==> config.mk <==
export PLATFORM = sky130hd
export DESIGN_NAME = robot_command_packet_framer
export DESIGN_NICKNAME = d
export VERILOG_FILES = /design/src/rtl/core/rcpf_pkg.sv /design/src/rtl/core/robot_command_packet_framer.sv /design/src/rtl/core/rcpf_front.sv /design/src/rtl/core/rcpf_queue.sv /design/src/rtl/core/rcpf_back.sv
export SDC_FILE = /design/constraint.sdc
export NUM_CORES = 2
export LEC_CHECK = 0
export ABC_AREA = 1
export BUFFER_PORTS_ARGS = -buffer_cell sky130_fd_sc_hd__buf_2
export CAP_MARGIN = 10
export CORE_ASPECT_RATIO = 0.6
export CORE_MARGIN = 4
export CORE_UTILIZATION = 45
export CTS_CLUSTER_DIAMETER = 150
export CTS_CLUSTER_SIZE = 10
export DETAILED_ROUTE_END_ITERATION = 16
export HOLD_SLACK_MARGIN = 0.08
export SETUP_SLACK_MARGIN = 0.05
export SLEW_MARGIN = 5
export SYNTH_ARGS = -nofsm -noshare
export SYNTH_HDL_FRONTEND = slang
export SYNTH_HIERARCHICAL = 1
export SYNTH_SLANG_ARGS = --single-unit
==> constraint.sdc <==
create_clock -name i_clk -period 32.4 [get_ports i_clk]
set_clock_uncertainty 0.05 [all_clocks]
set_input_delay 3.24 -clock i_clk [delete_from_list [all_inputs] [get_ports i_clk]]
set_output_delay 3.24 -clock i_clk [all_outputs]
set_load 0.01 [all_outputs]
==> src/rtl/core/rcpf_pkg.sv <==
// ============================================================================
// rcpf_pkg
// Shared types and constants for the robot command packet framer.
// ============================================================================
`default_nettype none

package rcpf_pkg;

    localparam int ROBOT_SLOTS = 16;
    localparam int SLOT_W      = (ROBOT_SLOTS > 1) ? $clog2(ROBOT_SLOTS) : 1;

    localparam int QUEUE_DEPTH = 4;
    localparam int QPTR_W      = $clog2(QUEUE_DEPTH);
    localparam int QCNT_W      = $clog2(QUEUE_DEPTH + 1);

    localparam int PKT_LEN     = 26;

    localparam int VEL_MAX     = 511;
    localparam int SPIN_MAX    = 2047;
    localparam int RECIP10     = 6554;     // 2^16 / 10, rounded up
    localparam int SPIN_SCALE  = 160;
    localparam int KICK_DEAD   = 5;
    localparam int POWER_MIN   = 10;
    localparam int POWER_MAX   = 127;
    localparam int DRIBBLE_ON  = 128;

    localparam logic [7:0] PKT_HEAD = 8'h40;
    localparam logic [7:0] PKT_EOL  = 8'h0a;

    typedef struct packed {
        logic        report;
        logic        chip;
        logic        usedir;
        logic        dribble;    // level 3 when set
        logic [6:0]  power;
        logic        sx;
        logic        sy;
        logic        sr;
        logic [8:0]  mx;
        logic [8:0]  my;
        logic [10:0] mr;
    } t_slot;

    typedef struct packed {
        logic [3:0] bot_idx;
        logic       id_ok;
        logic       frame_end;
        t_slot      cmd;
    } t_qitem;

    typedef logic [PKT_LEN-1:0][7:0] t_pkt;

endpackage

`default_nettype wire

==> src/rtl/core/robot_command_packet_framer.sv <==
// ============================================================================
// robot_command_packet_framer
// Per-robot command table with frame-end packing into 26-byte radio packets.
// ============================================================================
// A command is taken whenever start is high and busy is low, one per clock;
// it is converted and put in a 4-entry queue, and the back end stores it in
// its robot slot as it leaves the queue. A command with frame_end set starts
// a walk over the slot table, one slot per clock, that ends at the last
// valid slot; the back end takes nothing from the queue during the walk.
// Packets of up to four robots come out as one-cycle o_strobe pulses, each
// in the cycle after the walk step that closes it, with o_last_packet on the
// final one. The receiver has no way to stall; busy rises only when the
// queue fills behind a walk.
`default_nettype none

module robot_command_packet_framer (
    input  wire logic               i_clk,
    input  wire logic               i_rst_n,
    input  wire logic               start,
    output logic                    busy,
    input  wire logic [3:0]         i_bot_idx,
    input  wire logic signed [13:0] i_vel_x,
    input  wire logic signed [13:0] i_vel_y,
    input  wire logic signed [12:0] i_spin_rate_q8,
    input  wire logic signed [9:0]  i_dribble_q8,
    input  wire logic [11:0]        i_kick_power,
    input  wire logic               i_chip_kick,
    input  wire logic               i_use_direction,
    input  wire logic               i_want_report,
    input  wire logic               i_frame_end,
    output logic                    o_strobe,
    output logic [63:0]             o_bytes_lo,
    output logic [63:0]             o_bytes_mid,
    output logic [63:0]             o_bytes_hi,
    output logic [15:0]             o_bytes_tail,
    output logic                    o_last_packet
);
    import rcpf_pkg::*;

    t_qitem item;
    t_qitem head;
    t_pkt   pkt;
    logic   full;
    logic   empty;
    logic   push;
    logic   pop;

    assign busy = full;
    assign push = start && !full;

    rcpf_front u_front (
        .i_bot_idx       (i_bot_idx),
        .i_vel_x         (i_vel_x),
        .i_vel_y         (i_vel_y),
        .i_spin_rate_q8  (i_spin_rate_q8),
        .i_dribble_q8    (i_dribble_q8),
        .i_kick_power    (i_kick_power),
        .i_chip_kick     (i_chip_kick),
        .i_use_direction (i_use_direction),
        .i_want_report   (i_want_report),
        .i_frame_end     (i_frame_end),
        .o_item          (item)
    );

    rcpf_queue u_queue (
        .i_clk   (i_clk),
        .i_rst_n (i_rst_n),
        .i_push  (push),
        .i_item  (item),
        .i_pop   (pop),
        .o_head  (head),
        .o_full  (full),
        .o_empty (empty)
    );

    rcpf_back u_back (
        .i_clk    (i_clk),
        .i_rst_n  (i_rst_n),
        .i_empty  (empty),
        .i_head   (head),
        .o_pop    (pop),
        .o_strobe (o_strobe),
        .o_pkt    (pkt),
        .o_last   (o_last_packet)
    );

    assign o_bytes_lo   = pkt[7:0];
    assign o_bytes_mid  = pkt[15:8];
    assign o_bytes_hi   = pkt[23:16];
    assign o_bytes_tail = pkt[25:24];

endmodule

`default_nettype wire

==> src/rtl/core/rcpf_front.sv <==
// ============================================================================
// rcpf_front
// Converts one robot command into its packed radio fields.
// ============================================================================
`default_nettype none

module rcpf_front (
    input  wire logic [3:0]         i_bot_idx,
    input  wire logic signed [13:0] i_vel_x,
    input  wire logic signed [13:0] i_vel_y,
    input  wire logic signed [12:0] i_spin_rate_q8,
    input  wire logic signed [9:0]  i_dribble_q8,
    input  wire logic [11:0]        i_kick_power,
    input  wire logic               i_chip_kick,
    input  wire logic               i_use_direction,
    input  wire logic               i_want_report,
    input  wire logic               i_frame_end,
    output rcpf_pkg::t_qitem        o_item
);
    import rcpf_pkg::*;

    // returns {sign, magnitude}; |v|/10 via reciprocal, exact for |v| < 16384
    function automatic logic [9:0] f_vel(input logic signed [13:0] v);
        logic [13:0] a;
        logic [26:0] p;
        logic [10:0] q;
        logic [8:0]  m;
        a = v[13] ? 14'(-v) : 14'(v);
        p = {13'd0, a} * 27'(RECIP10);
        q = p[26:16];
        m = (q > 11'(VEL_MAX)) ? 9'(VEL_MAX) : q[8:0];
        return {v[13] && (q != 11'd0), m};
    endfunction

    logic [9:0]  vx;
    logic [9:0]  vy;
    logic [12:0] spin_abs;
    logic [20:0] spin_prod;
    logic [12:0] spin_q;
    logic [24:0] kick_prod;
    logic [8:0]  kick_q;
    logic [6:0]  power;

    always_comb begin
        vx        = f_vel(i_vel_x);
        vy        = f_vel(i_vel_y);
        spin_abs  = i_spin_rate_q8[12] ? 13'(-i_spin_rate_q8) : 13'(i_spin_rate_q8);
        spin_prod = {8'd0, spin_abs} * 21'(SPIN_SCALE);
        spin_q    = spin_prod[20:8];
        kick_prod = {13'd0, i_kick_power} * 25'(RECIP10);
        kick_q    = kick_prod[24:16];

        priority if (i_kick_power <= 12'(KICK_DEAD)) begin
            power = 7'd0;
        end else if (kick_q < 9'(POWER_MIN)) begin
            power = 7'(POWER_MIN);
        end else if (kick_q > 9'(POWER_MAX)) begin
            power = 7'(POWER_MAX);
        end else begin
            power = kick_q[6:0];
        end

        o_item.bot_idx     = i_bot_idx;
        o_item.id_ok       = ({1'b0, i_bot_idx} < 5'(ROBOT_SLOTS));
        o_item.frame_end   = i_frame_end;
        o_item.cmd.report  = i_want_report;
        o_item.cmd.chip    = i_chip_kick;
        o_item.cmd.usedir  = i_use_direction;
        o_item.cmd.dribble = (i_dribble_q8 > 10'sd128);
        o_item.cmd.power   = power;
        o_item.cmd.sx      = vx[9];
        o_item.cmd.mx      = vx[8:0];
        o_item.cmd.sy      = vy[9];
        o_item.cmd.my      = vy[8:0];
        o_item.cmd.sr      = i_spin_rate_q8[12] && (spin_q != 13'd0);
        o_item.cmd.mr      = (spin_q > 13'(SPIN_MAX)) ? 11'(SPIN_MAX) : spin_q[10:0];
    end

endmodule

`default_nettype wire

==> src/rtl/core/rcpf_queue.sv <==
// ============================================================================
// rcpf_queue
// Small FIFO of converted commands between front and back.
// ============================================================================
`default_nettype none

module rcpf_queue (
    input  wire logic             i_clk,
    input  wire logic             i_rst_n,
    input  wire logic             i_push,
    input  wire rcpf_pkg::t_qitem i_item,
    input  wire logic             i_pop,
    output rcpf_pkg::t_qitem      o_head,
    output logic                  o_full,
    output logic                  o_empty
);
    import rcpf_pkg::*;

    t_qitem            r_mem [QUEUE_DEPTH];
    logic [QPTR_W-1:0] r_wr;
    logic [QPTR_W-1:0] r_rd;
    logic [QCNT_W-1:0] r_count;
    logic [QCNT_W-1:0] n_count;

    assign o_full  = (r_count == QCNT_W'(QUEUE_DEPTH));
    assign o_empty = (r_count == '0);
    assign o_head  = r_mem[r_rd];

    always_comb begin
        unique case ({i_push, i_pop})
            2'b10:   n_count = r_count + 1'b1;
            2'b01:   n_count = r_count - 1'b1;
            default: n_count = r_count;
        endcase
    end

    always_ff @(posedge i_clk) begin
        if (!i_rst_n) begin
            r_wr    <= '0;
            r_rd    <= '0;
            r_count <= '0;
        end else begin
            if (i_push) begin
                r_wr <= r_wr + 1'b1;
            end
            if (i_pop) begin
                r_rd <= r_rd + 1'b1;
            end
            r_count <= n_count;
        end
    end

    always_ff @(posedge i_clk) begin
        if (i_push) begin
            r_mem[r_wr] <= i_item;
        end
    end

endmodule

`default_nettype wire

==> src/rtl/core/rcpf_back.sv <==
// ============================================================================
// rcpf_back
// Stores commands in the slot table and packs the frame into packets.
// ============================================================================
`default_nettype none

module rcpf_back (
    input  wire logic             i_clk,
    input  wire logic             i_rst_n,
    input  wire logic             i_empty,
    input  wire rcpf_pkg::t_qitem i_head,
    output logic                  o_pop,
    output logic                  o_strobe,
    output rcpf_pkg::t_pkt        o_pkt,
    output logic                  o_last
);
    import rcpf_pkg::*;

    typedef enum logic {S_IDLE, S_WALK} t_state;

    t_state                 r_state;
    logic [ROBOT_SLOTS-1:0] r_valid;
    t_slot                  r_slot [ROBOT_SLOTS];
    logic [SLOT_W-1:0]      r_idx;
    logic [1:0]             r_pos;
    t_pkt                   r_acc;
    t_pkt                   r_out;
    logic                   r_strobe;
    logic                   r_last;

    t_slot cur;
    logic  cur_valid;
    logic  rest;
    logic  emit;
    t_pkt  base;
    t_pkt  merged;

    always_comb begin
        cur       = r_slot[r_idx];
        cur_valid = r_valid[r_idx];

        // any valid slot above the current one
        rest = 1'b0;
        for (int k = 0; k < ROBOT_SLOTS; k++) begin
            if (SLOT_W'(k) > r_idx) begin
                rest = rest | r_valid[k];
            end
        end

        base     = '0;
        base[0]  = PKT_HEAD;
        base[25] = PKT_EOL;

        merged = r_acc;
        if (cur_valid) begin
            merged[0] = r_acc[0] | (8'h08 >> r_pos);
            for (int k = 0; k < 4; k++) begin
                if (r_pos == 2'(k)) begin
                    merged[4*k+1] = {cur.report, cur.chip, {2{cur.dribble}}, 4'(r_idx)};
                    merged[4*k+2] = {cur.sx, cur.mx[6:0]};
                    merged[4*k+3] = {cur.sy, cur.my[6:0]};
                    merged[4*k+4] = {cur.sr, cur.mr[6:0]};
                    merged[17+k]  = {cur.mx[8:7], cur.my[8:7], cur.mr[10:7]};
                    merged[21+k]  = {cur.usedir, cur.power};
                end
            end
        end

        // empty frame still sends one header-only packet
        emit = (r_state == S_WALK) &&
               ((cur_valid && (r_pos == 2'd3 || !rest)) || (r_valid == '0));
    end

    assign o_pop    = (r_state == S_IDLE) && !i_empty;
    assign o_strobe = r_strobe;
    assign o_pkt    = r_out;
    assign o_last   = r_last;

    always_ff @(posedge i_clk) begin
        if (!i_rst_n) begin
            r_state  <= S_IDLE;
            r_valid  <= '0;
            r_idx    <= '0;
            r_pos    <= '0;
            r_strobe <= 1'b0;
            r_last   <= 1'b0;
        end else begin
            r_strobe <= 1'b0;
            unique case (r_state)
                S_IDLE: begin
                    if (o_pop) begin
                        if (i_head.id_ok) begin
                            r_valid[i_head.bot_idx[SLOT_W-1:0]] <= 1'b1;
                        end
                        if (i_head.frame_end) begin
                            r_state <= S_WALK;
                            r_idx   <= '0;
                            r_pos   <= '0;
                            r_acc   <= base;
                        end
                    end
                end
                S_WALK: begin
                    r_idx <= r_idx + 1'b1;
                    if (emit) begin
                        r_strobe <= 1'b1;
                        r_out    <= merged;
                        r_last   <= !rest;
                        r_acc    <= base;
                        r_pos    <= '0;
                        if (!rest) begin
                            r_state <= S_IDLE;
                            r_valid <= '0;
                        end
                    end else begin
                        r_acc <= merged;
                        if (cur_valid) begin
                            r_pos <= r_pos + 1'b1;
                        end
                    end
                end
                default: r_state <= S_IDLE;
            endcase
        end
    end

    always_ff @(posedge i_clk) begin
        if (o_pop && i_head.id_ok) begin
            r_slot[i_head.bot_idx[SLOT_W-1:0]] <= i_head.cmd;
        end
    end

endmodule

`default_nettype wire

# Yosys cells after proc, flatten, opt, wreduce, memory -nomap -nowiden
# Memory sizes are Yosys's and may differ from the RTL's. A register that Yosys moved wholly into a read port is not among the register bits.
# Cells that the tools add are included.
# op_classes
order_cmp	26
n_mux	74
n_bitwise	18
n_eq_ne	12
n_shift	1
add_sub_neg	9
multipliers	4
n_reduce_logical	29
# op_table
operator	count
$mux 208	3
$pmux 208 s2	1
$mux 200	1
$mux 32	4
$mux 16	4
$mux 8	8
$mul 14x12->26 const B	2
$gt 4x4->1 const A	8
$pmux 16 s2	1
$mux 14	2
$neg 14->14	2
$mux 1	27
$mul 12x12->24 const B	1
$gt 11x9->1 const B	2
$reduce_bool 11->1	2
$mux 7	3
$mux 9	2
$gt 3x4->1 const A	4
$logic_not 16->1	1
$mul 13x3->16 const B	1
$mux 4	4
$or 16x16->16	1
$or 1x1->1	15
$gt 13x11->1 const B	1
42 further kinds	73
# word_totals
n_memories	2
output_inout_bits	211
ram_bits	880
reg_bits	448
elab_cells	236
# mem_list
memory	depth	word_bits	read_ports	rd_clocked_by_memory_dff	wr	line_no	source
u_back.r_slot	16	43	1	1	1	rcpf_back.sv:23	t_slot r_slot [ROBOT_SLOTS];
u_queue.r_mem	4	48	1	1	1	rcpf_queue.sv:19	t_qitem r_mem [QUEUE_DEPTH];

# Longest topological paths before layout
# logic_depth
depth_word	39
depth_mapped	34
ltp_nobuf	34

# By module
# The synthesis kept the hierarchy.
# by_module_without_submodules
module	cells_each	area_each_um2	seq_area_each_um2	n_inst
rcpf_back	3353	44840.5	33011.7	1
rcpf_front	1742	12370.6	0.0	1
rcpf_queue	531	7699.9	6065.8	1
robot_command_packet_framer	2	10.0	0.0	1

# Worst setup path before layout
# No wires, ideal clock.
# synth_timing
kind	in2reg
startpoint	input i_rst_n
endpoint	register u_back/r_acc[0] (netlist bit) (enable)
arrival_ns	11.505
path_stages	2
slack_ns	20.088
n_path_buf	0
path_cell_list	inv_1 > nor2_1
# synth_via
elab_chain_len	1
# synth_rtl
item	line_no	source
start, declared	robot_command_packet_framer.sv:18	input wire logic i_rst_n,
$reduce_and 3->1 (no line)	n/a	
end signal, assigned	rcpf_back.sv:99	r_acc <= base;
end signal, assigned	rcpf_back.sv:109	r_acc <= base;
end signal, assigned	rcpf_back.sv:116	r_acc <= merged;
end, declared	rcpf_back.sv:26	t_pkt r_acc;
# Every way passes these cells.
# A chain may end at the register's enable or synchronous reset.

==> impl_metrics.env <==
export IMPL_wl_per_cell_um=20.4
export IMPL_dr_pass1_iters=8
export IMPL_fmax_mhz=114
export IMPL_arrival_ns=9.20
export IMPL_antenna_found_initial=6
export IMPL_endpoint_kind="register"
export IMPL_p_per_area_nw_per_um2=97.6
export IMPL_start_util=0.455
export IMPL_hpwlAfterDp_mm=100
export IMPL_async_flop_share=0
export IMPL_synth_warnings=6
export IMPL_ant_nets=0
export IMPL_area_delta_synth_final_pct=11.4
export IMPL_worstSetupPathType="in -> reg"
export IMPL_r2r_end="u_back/r_acc[179]$_SDFFCE_PP0P_"
export IMPL_layout_commonest_cell="edfxtp_1"
export IMPL_min_period_ns=8.76
export IMPL_period_share=0.270
export IMPL_whs_path_depth=1
export IMPL_synth_top_cells_by_area="edfxtp_1 (59%), ha_1 (6.1%), inv_1 (5.1%), fa_1 (3.8%), o21ai_0 (3.8%)"
export IMPL_synth_cells=5628
export IMPL_path_clk_slew_ns=0.05
export IMPL_die_y_um=302
export IMPL_synthDistinctLibCells=63
export IMPL_io_pin_count=285
export IMPL_cts_tree="built"
export IMPL_grt_max_degree=156
export IMPL_grt_pass1_vias=40700
export IMPL_drtIter0Drc=4122
export IMPL_hold_viol_final=0
export IMPL_yosysTopAreaCell="edfxtp_1"
export IMPL_post_route_drc_count=0
export IMPL_nFillCells=12400
export IMPL_worstMarginPinSlew_ns=1.23
export IMPL_die_w_um=498
export IMPL_drv_slew=0
export IMPL_syn_area_per_cell_um2=11.5
export IMPL_vias_per_cell=5.31
export IMPL_io_buffers=272
export IMPL_p_leak_nw=28.9
export IMPL_clockBufferDepth=3
export IMPL_rsz0062_at_grt="false"
export IMPL_finalPower_mw=7.05
export IMPL_min_from="u_queue/r_rd[1]$_SDFFE_PN0P_"
export IMPL_cts_setup_buffers=0
export IMPL_rows=107
export IMPL_crit_top_cell="nand2_1"
export IMPL_timing_slew_headroom=0.183
export IMPL_yosysSeqAreaShare=0.602
export IMPL_layout_common_cells="edfxtp_1 (1276), inv_1 (877), nand2_1 (516)"
export IMPL_max_cap_violations=0
export IMPL_netlist_area_um2=64900
export IMPL_grt_ovfl_total=0
export IMPL_die_area_um2=151000
export IMPL_nNetsFinal=6403
export IMPL_rr_worst_depth=10
export IMPL_vdd_ir_drop_max_v=0.0000712
export IMPL_setup_tns_ns=0
export IMPL_clk_latency_ns=0.75
export IMPL_synth_edff_count=1276
export IMPL_cp_start_kind="primary input"
export IMPL_root_buffer="clkbuf_16"
export IMPL_status="complete, no violations"
export IMPL_finalSetupViolations=0
export IMPL_cts_resized=0
export IMPL_crit_path_top_delay_cell="fa_1"
export IMPL_hold_buffers=0
export IMPL_vias=41600
export IMPL_postRouteWirelength_mm=160
export IMPL_synth_top_area_share=0.590
export IMPL_crit_path_max_incr_delay_ns=0.56
export IMPL_place_gp_congestion=0.871
export IMPL_ctsHtreeMaxLevel=4
export IMPL_critPathMaxFanout=10
export IMPL_synthFlopType="edfxtp_1"
export IMPL_hp_class="reg -> reg"
export IMPL_grt_pass1_wl_mm=246
export IMPL_ys_ff_latch=1314
export IMPL_drive_above_1_share=0.112
export IMPL_track_usage=0.212
export IMPL_r2r_slack_ns=26.94
export IMPL_clock_sinks=1314
export IMPL_crit_start="i_vel_y[0]"
export IMPL_required_ns=32.84
export IMPL_core_area_um2=143000
export IMPL_cts_inserted_buffers=149
## power by group
group | leakage (nW) | switching, mW | internal [mW]
combinational | 14.9 | 2.02 | 0.888
sequential | 11.9 | 0.0909 | 2.57
clock | 2.00 | 0.626 | 0.857
## metrics by stage
step           worst slack (ns)  utilization  hold slack [ns]  area, µm²  std cells
6_report                  23.64        0.507            0.376      72300       7834
3_3_place_gp              22.93        0.478            0.365      68200       7641
5_1_grt                   23.19        0.507            0.394      72300       7834
2_1_floorplan             20.09            -            0.362      65000       5638
3_5_place_dp              22.91        0.478            0.372      68200       7641
4_1_cts                   23.69        0.507            0.381      72300       7831
## cells in the mapped netlist (4+ instances only)
| library cell | instances |
|---|---|
| a21o_1 | 7 |
| a21oi_1 | 268 |
| buf_1 | 11 |
| buf_2 | 73 |
| buf_4 | 37 |
| buf_6 | 9 |
| clkbuf_1 | 103 |
| clkbuf_2 | 15 |
| dfxtp_1 | 38 |
| edfxtp_1 | 1276 |
| fa_1 | 124 |
| ha_1 | 318 |
| inv_1 | 881 |
| inv_2 | 9 |
| mux2i_1 | 172 |
| nand2_1 | 516 |
| nand2_2 | 15 |
| nand2_4 | 4 |
| nand3_1 | 132 |
| nand3_2 | 6 |
| nand3b_1 | 12 |
| nand4_1 | 39 |
| nor2_1 | 452 |
| nor2_2 | 4 |
| nor3_1 | 32 |
| nor3_2 | 7 |
| nor4_1 | 5 |
| o211ai_1 | 173 |
| o21ai_0 | 488 |
| o21ai_1 | 52 |
| o21bai_1 | 10 |
| o22ai_1 | 53 |
| or2_0 | 5 |
| or2_1 | 114 |
| or2_2 | 52 |
| xnor2_1 | 21 |
| xor2_1 | 50 |
## per-layer routing
layer,up-vias,wire (µm),track usage
met5,-,0,0
met4,0,2240,0.0443
met3,147,10900,0.0370
met2,1164,69900,0.318
met1,20500,76900,0.322
li1,19800,-,-
## how the worst max path moves through the flow
| stage | endpoint | slack (ns) |
|---|---|---|
| 2_1_floorplan | u_back/r_acc[0]$_SDFFCE_PP0P_ | 20.09 |
| 3_5_place_dp | u_queue/r_mem[1][30]$_DFFE_PP_ | 22.91 |
| 3_3_place_gp | u_queue/r_mem[0][30]$_DFFE_PP_ | 22.93 |
| 5_1_grt | u_queue/r_mem[2][12]$_DFFE_PP_ | 23.19 |
| 4_1_cts | u_queue/r_mem[3][30]$_DFFE_PP_ | 23.69 |
| 6_report | u_queue/r_mem[0][30]$_DFFE_PP_ | 23.64 |
## area by class of cell
type,instances,area (µm²),share of cell area
Clock buffer,181,4000,0.0553
Timing Repair Buffer,346,1930,0.0267
Multi-Input combinational cell,3182,21400,0.296
Tap cell,1907,2390,0.0330
Clock inverter,9,113,0.00156
Antenna cell,1,2.50,0.0000346
Sequential cell,1314,39100,0.541
Inverter,894,3370,0.0466
## sequential cells by signal (all words and copies together) (netlist names), 3 cells and up, named ones only
name / flops
u_back/o_pkt: 196
u_back/r_acc: 196
u_back/r_idx: 4
u_back/r_slot: 688
u_back/r_valid: 16
u_queue/r_count: 3
u_queue/r_mem: 196
## critical path, delay by kind of cell
family | cells | cell delay [ns]
AO/OA/AOI/OAI | 3 | 0.60
XOR/XNOR | 1 | 0.51
adder cells (fa/ha/maj) | 7 | 3.05
buffers and inverters | 5 | 0.44
AND/OR/NAND/NOR | 13 | 1.37
## logic make-up (layout without fill, tap and decap cells)
| kind of cell | count (synthesis) | in the layout | synth area share |
|---|---|---|---|
| mux | 172 | 172 | 0.0265 |
| simple gates | 1412 | 1412 | 0.0977 |
| buf+inv | 1142 | 1430 | 0.0710 |
| compound gates | 1064 | 1064 | 0.0910 |
| flops | 1314 | 1314 | 0.602 |
| other cells | 3 | 14 | 0.000173 |
| fa+ha+maj | 442 | 442 | 0.0995 |
| xor+xnor | 79 | 79 | 0.0121 |
(Power assumes the default switching activity.)
